--- src/rtl/chmc_pkg.sv ---
// Shared types for the monotone chain convex hull unit.
// Command and status groups between controller and datapath.
// No dependencies.
package chmc_pkg;

    // Width of the twice-area field on the output
    localparam int AREA_W = 34;

    // Source of the data written into the point store
    typedef enum logic [1:0] {
        WSEL_IN,
        WSEL_RDA,
        WSEL_T
    } chmc_wsel_t;

    // Controller to datapath commands
    typedef struct packed {
        logic       st_we;
        chmc_wsel_t st_wsel;
        logic       st_rd_stk;
        logic       cap_t;
        logic       stk_we;
        logic       area_mode;
        logic       acc_clr;
        logic       acc_add;
        logic       out_load;
        logic       out_last;
    } chmc_cmd_t;

    // Datapath to controller status
    typedef struct packed {
        logic pt_gt;
        logic cross_neg;
    } chmc_stat_t;

endpackage

--- src/rtl/chmc_ctrl.sv ---
// Controller of the convex hull unit: load, insertion sort, two chain
// passes, area sum and vertex output, with all loop counters.
// Depends on chmc_pkg.
module chmc_ctrl #(
    parameter int MAX_POINTS = 64,
    parameter int IDX_W      = $clog2(MAX_POINTS),
    parameter int STK_W      = $clog2(2 * MAX_POINTS)
) (
    input  logic                 clk,
    input  logic                 rst_n,
    input  logic                 s_tvalid,
    input  logic                 s_tlast,
    output logic                 s_tready,
    output logic                 m_tvalid,
    input  logic                 m_tready,
    output logic                 m_tlast,
    output chmc_pkg::chmc_cmd_t  cmd,
    input  chmc_pkg::chmc_stat_t stat,
    output logic [IDX_W-1:0]     st_waddr,
    output logic [IDX_W-1:0]     st_raddr,
    output logic [STK_W-1:0]     stk_waddr,
    output logic [IDX_W-1:0]     stk_wdata,
    output logic [STK_W-1:0]     stk_raddr_a,
    output logic [STK_W-1:0]     stk_raddr_b
);
    localparam int CNT_W = $clog2(MAX_POINTS + 1);
    localparam int DEP_W = $clog2(2 * MAX_POINTS + 2);

    typedef enum logic [4:0] {
        S_LOAD, S_SORT_I, S_SORT_T, S_SORT_RD, S_SORT_CMP,
        S_HULL_INIT, S_HP_RD, S_HP_CAP, S_HP_CHECK, S_HP_PTS, S_HP_WAIT,
        S_HP_DEC, S_HP_PUSH,
        S_AREA_INIT, S_A_STK, S_A_PTS, S_A_WAIT, S_A_ACC,
        S_E_STK, S_E_PT, S_E_LD, S_E_WAIT
    } state_t;

    state_t           state_reg;
    logic [CNT_W-1:0] count_reg, n_reg, i_reg, j_reg;
    logic [DEP_W-1:0] depth_reg, floor_reg, m_reg, k_reg;
    logic             upper_reg;
    logic [1:0]       wait_reg;

    logic [CNT_W-1:0] jm1;
    logic [DEP_W-1:0] dm1, dm2, k1, knext;
    logic             not_full, k_last;

    assign not_full = count_reg < CNT_W'(MAX_POINTS);
    assign jm1      = j_reg - CNT_W'(1);
    assign dm1      = depth_reg - DEP_W'(1);
    assign dm2      = depth_reg - DEP_W'(2);
    assign k1       = k_reg + DEP_W'(1);
    assign knext    = (k1 < m_reg) ? k1 : '0;
    assign k_last   = (k1 == m_reg);

    // Command decode
    always_comb
    begin
        cmd         = '0;
        cmd.st_wsel = chmc_pkg::WSEL_T;
        st_waddr    = j_reg[IDX_W-1:0];
        st_raddr    = i_reg[IDX_W-1:0];
        stk_waddr   = depth_reg[STK_W-1:0];
        stk_wdata   = i_reg[IDX_W-1:0];
        stk_raddr_a = k_reg[STK_W-1:0];
        stk_raddr_b = knext[STK_W-1:0];
        s_tready    = 1'b0;
        m_tvalid    = 1'b0;
        m_tlast     = k_last;
        unique case (state_reg)
            S_LOAD:
            begin
                s_tready    = 1'b1;
                cmd.st_we   = s_tvalid && not_full;
                cmd.st_wsel = chmc_pkg::WSEL_IN;
                st_waddr    = count_reg[IDX_W-1:0];
            end
            S_SORT_T, S_HP_CAP:
            begin
                cmd.cap_t = 1'b1;
            end
            S_SORT_RD:
            begin
                cmd.st_we = (j_reg == '0);
                st_raddr  = jm1[IDX_W-1:0];
            end
            S_SORT_CMP:
            begin
                cmd.st_we   = 1'b1;
                cmd.st_wsel = stat.pt_gt ? chmc_pkg::WSEL_RDA : chmc_pkg::WSEL_T;
            end
            S_HULL_INIT:
            begin
                cmd.stk_we = (n_reg == CNT_W'(1));
                stk_waddr  = '0;
                stk_wdata  = '0;
            end
            S_HP_CHECK:
            begin
                stk_raddr_a = dm2[STK_W-1:0];
                stk_raddr_b = dm1[STK_W-1:0];
            end
            S_HP_PTS, S_A_PTS, S_E_PT:
            begin
                cmd.st_rd_stk = 1'b1;
            end
            S_HP_PUSH:
            begin
                cmd.stk_we = 1'b1;
            end
            S_AREA_INIT:
            begin
                cmd.acc_clr = 1'b1;
            end
            S_A_WAIT:
            begin
                cmd.area_mode = 1'b1;
            end
            S_A_ACC:
            begin
                cmd.acc_add = 1'b1;
            end
            S_E_LD:
            begin
                cmd.out_load = 1'b1;
                cmd.out_last = k_last;
            end
            S_E_WAIT:
            begin
                m_tvalid = 1'b1;
            end
            default:
            begin
                cmd.st_we = 1'b0;
            end
        endcase
    end

    // State and counters
    always_ff @(posedge clk or negedge rst_n)
    begin
        if (!rst_n)
        begin
            state_reg <= S_LOAD;
            count_reg <= '0;
            n_reg     <= '0;
            i_reg     <= '0;
            j_reg     <= '0;
            depth_reg <= '0;
            floor_reg <= '0;
            m_reg     <= '0;
            k_reg     <= '0;
            upper_reg <= 1'b0;
            wait_reg  <= '0;
        end
        else
        begin
            unique case (state_reg)
                S_LOAD:
                begin
                    if (s_tvalid)
                    begin
                        if (not_full)
                        begin
                            count_reg <= count_reg + CNT_W'(1);
                        end
                        if (s_tlast)
                        begin
                            n_reg     <= not_full ? count_reg + CNT_W'(1) : count_reg;
                            i_reg     <= CNT_W'(1);
                            state_reg <= S_SORT_I;
                        end
                    end
                end
                S_SORT_I:
                begin
                    state_reg <= (i_reg == n_reg) ? S_HULL_INIT : S_SORT_T;
                end
                S_SORT_T:
                begin
                    j_reg     <= i_reg;
                    state_reg <= S_SORT_RD;
                end
                S_SORT_RD:
                begin
                    if (j_reg == '0)
                    begin
                        i_reg     <= i_reg + CNT_W'(1);
                        state_reg <= S_SORT_I;
                    end
                    else
                    begin
                        state_reg <= S_SORT_CMP;
                    end
                end
                S_SORT_CMP:
                begin
                    if (stat.pt_gt)
                    begin
                        j_reg     <= jm1;
                        state_reg <= S_SORT_RD;
                    end
                    else
                    begin
                        i_reg     <= i_reg + CNT_W'(1);
                        state_reg <= S_SORT_I;
                    end
                end
                S_HULL_INIT:
                begin
                    count_reg <= '0;
                    if (n_reg == CNT_W'(1))
                    begin
                        m_reg     <= DEP_W'(1);
                        state_reg <= S_AREA_INIT;
                    end
                    else
                    begin
                        i_reg     <= '0;
                        depth_reg <= '0;
                        floor_reg <= DEP_W'(2);
                        upper_reg <= 1'b0;
                        state_reg <= S_HP_RD;
                    end
                end
                S_HP_RD:
                begin
                    state_reg <= S_HP_CAP;
                end
                S_HP_CAP:
                begin
                    state_reg <= S_HP_CHECK;
                end
                S_HP_CHECK:
                begin
                    if ((depth_reg >= floor_reg) && (depth_reg >= DEP_W'(2)))
                    begin
                        state_reg <= S_HP_PTS;
                    end
                    else
                    begin
                        state_reg <= S_HP_PUSH;
                    end
                end
                S_HP_PTS:
                begin
                    wait_reg  <= 2'd2;
                    state_reg <= S_HP_WAIT;
                end
                S_HP_WAIT:
                begin
                    wait_reg <= wait_reg - 2'd1;
                    if (wait_reg == '0)
                    begin
                        state_reg <= S_HP_DEC;
                    end
                end
                S_HP_DEC:
                begin
                    if (stat.cross_neg)
                    begin
                        depth_reg <= dm1;
                        state_reg <= S_HP_CHECK;
                    end
                    else
                    begin
                        state_reg <= S_HP_PUSH;
                    end
                end
                S_HP_PUSH:
                begin
                    depth_reg <= depth_reg + DEP_W'(1);
                    if (!upper_reg)
                    begin
                        state_reg <= S_HP_RD;
                        if (i_reg == n_reg - CNT_W'(1))
                        begin
                            upper_reg <= 1'b1;
                            floor_reg <= depth_reg + DEP_W'(2);
                            i_reg     <= n_reg - CNT_W'(2);
                        end
                        else
                        begin
                            i_reg <= i_reg + CNT_W'(1);
                        end
                    end
                    else if (i_reg == '0)
                    begin
                        m_reg     <= depth_reg;
                        state_reg <= S_AREA_INIT;
                    end
                    else
                    begin
                        i_reg     <= i_reg - CNT_W'(1);
                        state_reg <= S_HP_RD;
                    end
                end
                S_AREA_INIT:
                begin
                    k_reg     <= '0;
                    state_reg <= S_A_STK;
                end
                S_A_STK:
                begin
                    state_reg <= S_A_PTS;
                end
                S_A_PTS:
                begin
                    wait_reg  <= 2'd2;
                    state_reg <= S_A_WAIT;
                end
                S_A_WAIT:
                begin
                    wait_reg <= wait_reg - 2'd1;
                    if (wait_reg == '0)
                    begin
                        state_reg <= S_A_ACC;
                    end
                end
                S_A_ACC:
                begin
                    if (k_last)
                    begin
                        k_reg     <= '0;
                        m_reg     <= (m_reg > DEP_W'(MAX_POINTS)) ? DEP_W'(MAX_POINTS) : m_reg;
                        state_reg <= S_E_STK;
                    end
                    else
                    begin
                        k_reg     <= k1;
                        state_reg <= S_A_STK;
                    end
                end
                S_E_STK:
                begin
                    state_reg <= S_E_PT;
                end
                S_E_PT:
                begin
                    state_reg <= S_E_LD;
                end
                S_E_LD:
                begin
                    state_reg <= S_E_WAIT;
                end
                S_E_WAIT:
                begin
                    if (m_tready)
                    begin
                        if (k_last)
                        begin
                            state_reg <= S_LOAD;
                        end
                        else
                        begin
                            k_reg     <= k1;
                            state_reg <= S_E_STK;
                        end
                    end
                end
                default:
                begin
                    state_reg <= S_LOAD;
                end
            endcase
        end
    end

endmodule

--- config.mk ---
export PLATFORM = sky130hd
export DESIGN_NAME = chmc_ctrl
export DESIGN_NICKNAME = d
export VERILOG_FILES = /design/src/rtl/chmc_pkg.sv /design/src/rtl/chmc_ctrl.sv
export SDC_FILE = /design/constraint.sdc
export NUM_CORES = 1
export LEC_CHECK = 0
export ABC_AREA = 1
export ABC_CLOCK_PERIOD_IN_PS = 2950
export BUFFER_PORTS_ARGS = -buffer_cell sky130_fd_sc_hd__buf_4
export CORE_MARGIN = 10
export CORE_UTILIZATION = 60
export DETAILED_ROUTE_END_ITERATION = 8
export PLACE_DENSITY = 0.92
export RECOVER_POWER = 100
export SYNTH_ARGS = -nofsm -noshare
export SYNTH_HDL_FRONTEND = slang
export SYNTH_SLANG_ARGS = --single-unit
--- constraint.sdc ---
create_clock -name clk -period 2.95 [get_ports clk]
set_input_delay 0.295 -clock clk [delete_from_list [all_inputs] [get_ports clk]]
set_output_delay 0.295 -clock clk [all_outputs]
set_load 0.1 [all_outputs]
==> impl_metrics.json, run 1 <==
{
  "status": "finished with violations",
  "violations": "max-capacitance violations, max-slew violations, negative setup slack",
  "numPortBuffers": 59,
  "ys_warn_count": 0,
  "tightestPinTransition_ns": 1.74,
  "synthDistinctLibCells": 43,
  "antenna_found_initial": 0,
  "routedWlPerCell_um": 16.7,
  "rsz0062_at_grt": "yes",
  "cts_buffers": 9,
  "reg2reg_slack_ns": 0.04,
  "syn_area_um2": 5690,
  "busiest_layer": "met2",
  "rr_endpoint": "m_reg[3]$_DFFE_PN0P_",
  "final_nets": 965,
  "synth_fp_nets": 891,
  "crit_fanout": 4,
  "core_um2": 9240,
  "die_h_um": 117,
  "clock_skew_ns": 0.0136,
  "worst_slew_margin_rel_pct": -16.2,
  "r2r-start": "k_reg[0]$_DFFE_PN0P_",
  "dr.pass1.iters": 5,
  "cp-start-kind": "flop",
  "clk_latency_ns": 0.36,
  "finish.utilization_pct": 73.2,
  "grt_overflow": 0,
  "layout-drive-gt1-share_pct": 18.5,
  "cts_tree": "yes",
  "synth_top_area_share_pct": 29.9,
  "yosysSeqAreaShare_pct": 29.9,
  "worst_slack_ns": -0.153,
  "synthTopCellsByArea": "dfrtp_1, nand2_1, ha_1, o21ai_0, inv_1",
  "finalWirelength_um": 17700,
  "synth_top_area_cell": "dfrtp_1",
  "hold_depth": 4,
  "ff2ff_path_depth": 16,
  "dr.first_iter.drc_count": 759,
  "hold_viol_final": 0,
  "cts.sinks": 68,
  "grt_use_met2_pct": 39.3,
  "viasPerCell": 5.85,
  "n_antenna_cell": 0,
  "synthesis.instances": 850,
  "fin_area_um2": 6770,
  "drc_errors": 0,
  "hold_class": "input port to flop",
  "place_area_um2": 6320,
  "die_x_um": 117,
  "cts.htree.levels": 3,
  "rows": 35,
  "ios": 60,
  "finalCriticalPeriod_ns": 3.10,
  "dieArea_um2": 13800,
  "min_from": "m_tready",
  "maxCapViolations": 1,
  "grt_start_max_net_pins": 69,
  "fin_crit_sh_pct": 105,
  "use_met3_pct": 5.04,
  "arrival_ns": 2.81,
  "syn_area_per_cell_um2": 6.69,
  "ant_nets": 0,
  "vias": 6185,
  "setup_violations": 11,
  "areaGrowthSynthToFinish_pct": 19.0,
  "initial_core_util_pct": 61.5,
  "ys_seq_elements": 68,
  "worstHoldEndpoint": "state_reg[0]$_DFFE_PN0P_",
  "max_freq_ghz": 0.322,
  "grt_pass1_wl_um": 28800,
  "whs_ns": 0.251,
  "cp.required_ns": 2.65,
  "clockBufferDepth": 2,
  "grt.total_usage_pct": 24.5,
  "grt_pass1_vias": 5930,
  "cts.clk_slew.worst_paths_ns": 0.08,
  "clock-root-buffer": "clkbuf_8",
  "ctsHoldBuffers": 0,
  "end_kind": "output port",
  "gp_congestion": 0.985,
  "slew_violations": 69,
  "worst-setup-path-type": "flop to output port",
  "dpl.hpwl_um": 12700,
  "met1_usage_pct": 30.7
}
## worst max-delay path by stage
| stage | startpoint | end | cells past startpoint |
|---|---|---|---|
| finish | k_reg[1]$_DFFE_PN0P_ | stk_raddr_b[6] | 12 |
| global placement | k_reg[0]$_DFFE_PN0P_ | stk_raddr_b[1] | 15 |
| CTS | k_reg[0]$_DFFE_PN0P_ | stk_raddr_b[1] | 15 |
| global route | k_reg[0]$_DFFE_PN0P_ | stk_raddr_b[2] | 15 |
| floorplan | state_reg[4]$_DFFE_PN0P_ | stk_raddr_a[2] | 6 |
| detailed placement | k_reg[0]$_DFFE_PN0P_ | stk_raddr_b[1] | 15 |
## synth_stat cells
cell type  count
nor3_1        21
a32oi_1        1
a22oi_1        1
nor2_4         7
a21oi_4        1
dfrtp_1       68
o211ai_1       5
or2_2          2
ha_1          34
nand2_1      217
clkbuf_1      11
nand3b_1       2
o221ai_1       1
a21o_1         1
buf_2          8
o22ai_1       10
o21ai_2        2
o21ai_1        9
a211oi_1       1
inv_2         15
nand4_1       15
mux2i_1        1
buf_6          1
nand3_2        2
a31oi_1        4
o32ai_1        1
nor3_2         1
xnor2_1        2
buf_4          2
nor2_1        83
clkinv_2       1
a21boi_0       1
nor4_1         4
clkinv_1       1
nand2_2        5
o21ai_4        1
nor2_2        11
nand3_1       53
o21ai_0       82
o31ai_1        3
a21oi_1       24
xor2_1        34
inv_1        101
## layer usage
layer  vias up  routed length, µm
met5         -                  0
met1      2801               7050
met4         0                681
li1       2926                  -
met3        66               1670
met2       392               8290
## cells in the final DEF, fill, tap and decap left out, types with 23 or more instances in the layout
| master | count |
|---|---|
| buf_4 | 44 |
| clkbuf_2 | 23 |
| dfrtp_1 | 68 |
| ha_1 | 31 |
| inv_1 | 100 |
| nand2_1 | 215 |
| nand3_1 | 50 |
| nor2_1 | 82 |
| o21ai_0 | 63 |
| xor2_1 | 34 |
## per-stage QoR
| stage | setup slack [ns] | TNS (ns) | std cells |
|---|---|---|---|
| 6_report | -0.153 | -1.28 | 1058 |
| 3_5_place_dp | -0.0585 | -0.170 | 1026 |
| 2_1_floorplan | -0.712 | -5.43 | 850 |
| 5_1_grt | -0.313 | -6.70 | 1058 |
| 4_1_cts | -0.122 | -0.762 | 1052 |
| 3_3_place_gp | 0.0851 | 0 | 1026 |
## timing repair
action,4_1_cts,5_1_grt
cloned,0,0
pin swaps,8,9
endpoints found under the setup margin,10,31
setup buffers,10,6
gates resized for setup,38,21
## worst max-delay path: stages, from the launching register on
cell and delay (ns):
dfrtp_1 0.38, buf_4 0.14, ha_4 0.16, nand3_1 0.11, xor2_1 0.22, inv_1 0.13
ha_1 0.21, a21oi_2 0.19, nor2_2 0.06, a211oi_2 0.18, nand2_2 0.16, o31ai_2 0.24
buf_6 0.26
## final cells by class
class	instances	area, µm²
clock buffer	12	155
fill	741	2470
inverter	118	450
clock inverter	4	23.8
multi-input combinational	642	3590
tap	129	161
sequential	68	1700
timing repair buffer	85	687
## cell families (layout without fill, tap and decap cells)
| kind of cell | Yosys count | after routing | share of synthesized area, % |
|---|---|---|---|
| xor+xnor | 36 | 36 | 5.55 |
| mux | 1 | 1 | 0.176 |
| compound gates | 148 | 148 | 14.6 |
| simple gates | 423 | 423 | 32.6 |
| buf+inv | 140 | 219 | 9.70 |
| flops | 68 | 68 | 29.9 |
| fa+ha+maj | 34 | 34 | 7.48 |
Power of run 1 is not shown: default switching activity piles up to over one toggle a cycle in this logic, so the estimate is an artifact.
==> run 2, diff against run 1 <==
--- a/config.mk
+++ b/config.mk
@@ -13,6 +13,7 @@
 export DETAILED_ROUTE_END_ITERATION = 8
 export PLACE_DENSITY = 0.92
 export RECOVER_POWER = 100
+export SETUP_SLACK_MARGIN = 0.1
 export SYNTH_ARGS = -nofsm -noshare
 export SYNTH_HDL_FRONTEND = slang
 export SYNTH_SLANG_ARGS = --single-unit
==> run 2 against run 1 <==
  * The run still ends with max-capacitance violations, max-slew violations, negative setup slack left
  * Register-to-register slack about the same
  * Count of clock-buffer cells in the layout down 3
  * Utilization up 1.4 points
  * Critical endpoint is now stk_raddr_b[2]
==> impl_metrics.json, run 2 (same netlist as run 1, synthesis figures left out) <==
{
  "status": "finished with violations",
  "violations": "max-capacitance violations, max-slew violations, negative setup slack",
  "crit_fanout": 4,
  "register_area_um2": 1700,
  "rows": 35,
  "end_kind": "output port",
  "cp.required_ns": 2.65,
  "instances_no_fill": 1059,
  "worst_slew_margin_rel_pct": -16.7,
  "gp_congestion": 0.975,
  "grt_pass1_vias": 5916,
  "core_um2": 9240,
  "ios": 60,
  "n_antenna_cell": 0,
  "antenna_found_initial": 0,
  "finalCriticalPeriod_ns": 3.34,
  "whs_ns": 0.211,
  "worst-setup-path-type": "flop to output port",
  "nFillCells": 677,
  "dpl.hpwl_um": 12700,
  "hold_viol_final": 0,
  "slew_violations": 69,
  "crit_chain": "buf_4 -> ha_4 -> nand3_2 -> nor2_2 -> nand2_1 -> xor2_2 -> inv_1 -> ha_1 -> nand2_4 -> nor2_4 -> a211oi_4 -> nand2_4 -> inv_4 -> nand3_2 -> o21ai_2 -> buf_12",
  "worst_slack_ns": -0.394,
  "multi_input_area_um2": 3650,
  "rsz0062_at_grt": "yes",
  "ant_nets": 0,
  "grt_start_max_net_pins": 69,
  "mostFrequentLayoutCells": "nand2_1, inv_1, nor2_1",
  "fin_crit_sh_pct": 113,
  "crit_slowest_cell": "dfrtp_1",
  "clock_skew_ns": 0.0170,
  "viasPerCell": 6.07,
  "initial_core_util_pct": 61.5,
  "clk_latency_ns": 0.37,
  "finish.utilization_pct": 74.6,
  "ctsHoldBuffers": 0,
  "dr.first_iter.drc_count": 919,
  "die_h_um": 117,
  "arrival_ns": 3.05,
  "clock-root-buffer": "clkbuf_8",
  "cts.sinks": 68,
  "finalWirelength_um": 19600,
  "die_x_um": 117,
  "grt_pass1_wl_um": 29200,
  "setup_violations": 10,
  "max_freq_ghz": 0.299,
  "cts.htree.levels": 3,
  "cts_buffers": 9,
  "vias": 6428,
  "layout-drive-gt1-share_pct": 19.5,
  "drc_errors": 0,
  "grt.total_usage_pct": 25.1,
  "placed_cells": 1028,
  "slowest_delay_ns": 0.40,
  "cts_tree": "yes",
  "dieArea_um2": 13800,
  "tightestPinTransition_ns": 1.75,
  "pre_cts_slack_ns": 0.0171,
  "maxCapViolations": 1,
  "areaGrowthSynthToFinish_pct": 21.2,
  "layout_commonest_cell": "nand2_1",
  "routedWlPerCell_um": 18.5,
  "grt_overflow": 0,
  "hold_class": "input port to flop",
  "cts.clk_slew.worst_paths_ns": 0.10,
  "clockBufferDepth": 2,
  "numPortBuffers": 59,
  "final_nets": 966,
  "cp-start-kind": "flop",
  "dr.pass1.iters": 9
}
-- run 2: cell types whose count changed in the layout (fill, tap and decap cells not counted), sizes merged --
cell    before  now
inv        114  116
clkinv       7    5
clkbuf      42   40
bufinv       0    3
-- run 2: path summary, 6_finish.rpt --
check	start	end	slack (ns)	cells after the start
setup / recovery	k_reg[1]$_DFFE_PN0P_	stk_raddr_b[2]	-0.39	16
hold / removal	m_tready	state_reg[0]$_DFFE_PN0P_	0.21	4
setup reg to reg	k_reg[1]$_DFFE_PN0P_	m_reg[1]$_DFFE_PN0P_	0.03	17
hold reg to reg	m_reg[5]$_DFFE_PN0P_	m_reg[5]$_DFFE_PN0P_	0.52	2
max in group asynchronous	rst_n	count_reg[1]$_DFFE_PN0P_	1.53	1
min in group asynchronous	rst_n	k_reg[4]$_DFFE_PN0P_	0.36	1
-- run 2: layout make-up --
class / count / share of cell area [%]
repair buffers: 86 / 9.91
clock buffers: 9 / 1.80
clock inverters: 7 / 1.76
flip-flops and latches: 68 / 24.7
well taps: 129 / 2.34
inverters: 118 / 6.54
multi-input cells: 642 / 53.0
-- run 2: critical path, delay by kind of cell, from the launching register on --
family,cells,cell delay [ns]
buffers and inverters,4,0.56
and+or+nand+nor,7,0.71
DFF,1,0.40
xor gates and xnor gates,1,0.19
adders and majority gates,2,0.47
AOI/OAI and AO/OA,2,0.33
-- run 2: through the flow --
step / TNS [ns] / area, µm²
6_report: -2.85 / 6890
5_1_grt: -5.60 / 6890
4_1_cts: -0.940 / 6830
3_5_place_dp: 0 / 6350
3_3_place_gp: 0 / 6350
2_1_floorplan: -1.78 / 5770
-- run 2: per-layer routing --
metal	track usage, %	share of wire, %
met5	0	0
met4	11.1	5.3
met3	5.66	10
met2	41.5	47
met1	30.4	38
-- run 2: repair_timing --
| item | CTS | global route |
|---|---|---|
| resized for setup | 35 | 27 |
| endpoints found under the setup margin | 9 | 28 |
| hold endpoints to repair | 0 | 0 |
| pin swaps | 13 | 8 |
| setup buffers | 10 | 5 |
Power of run 2 is left out for the same reason.
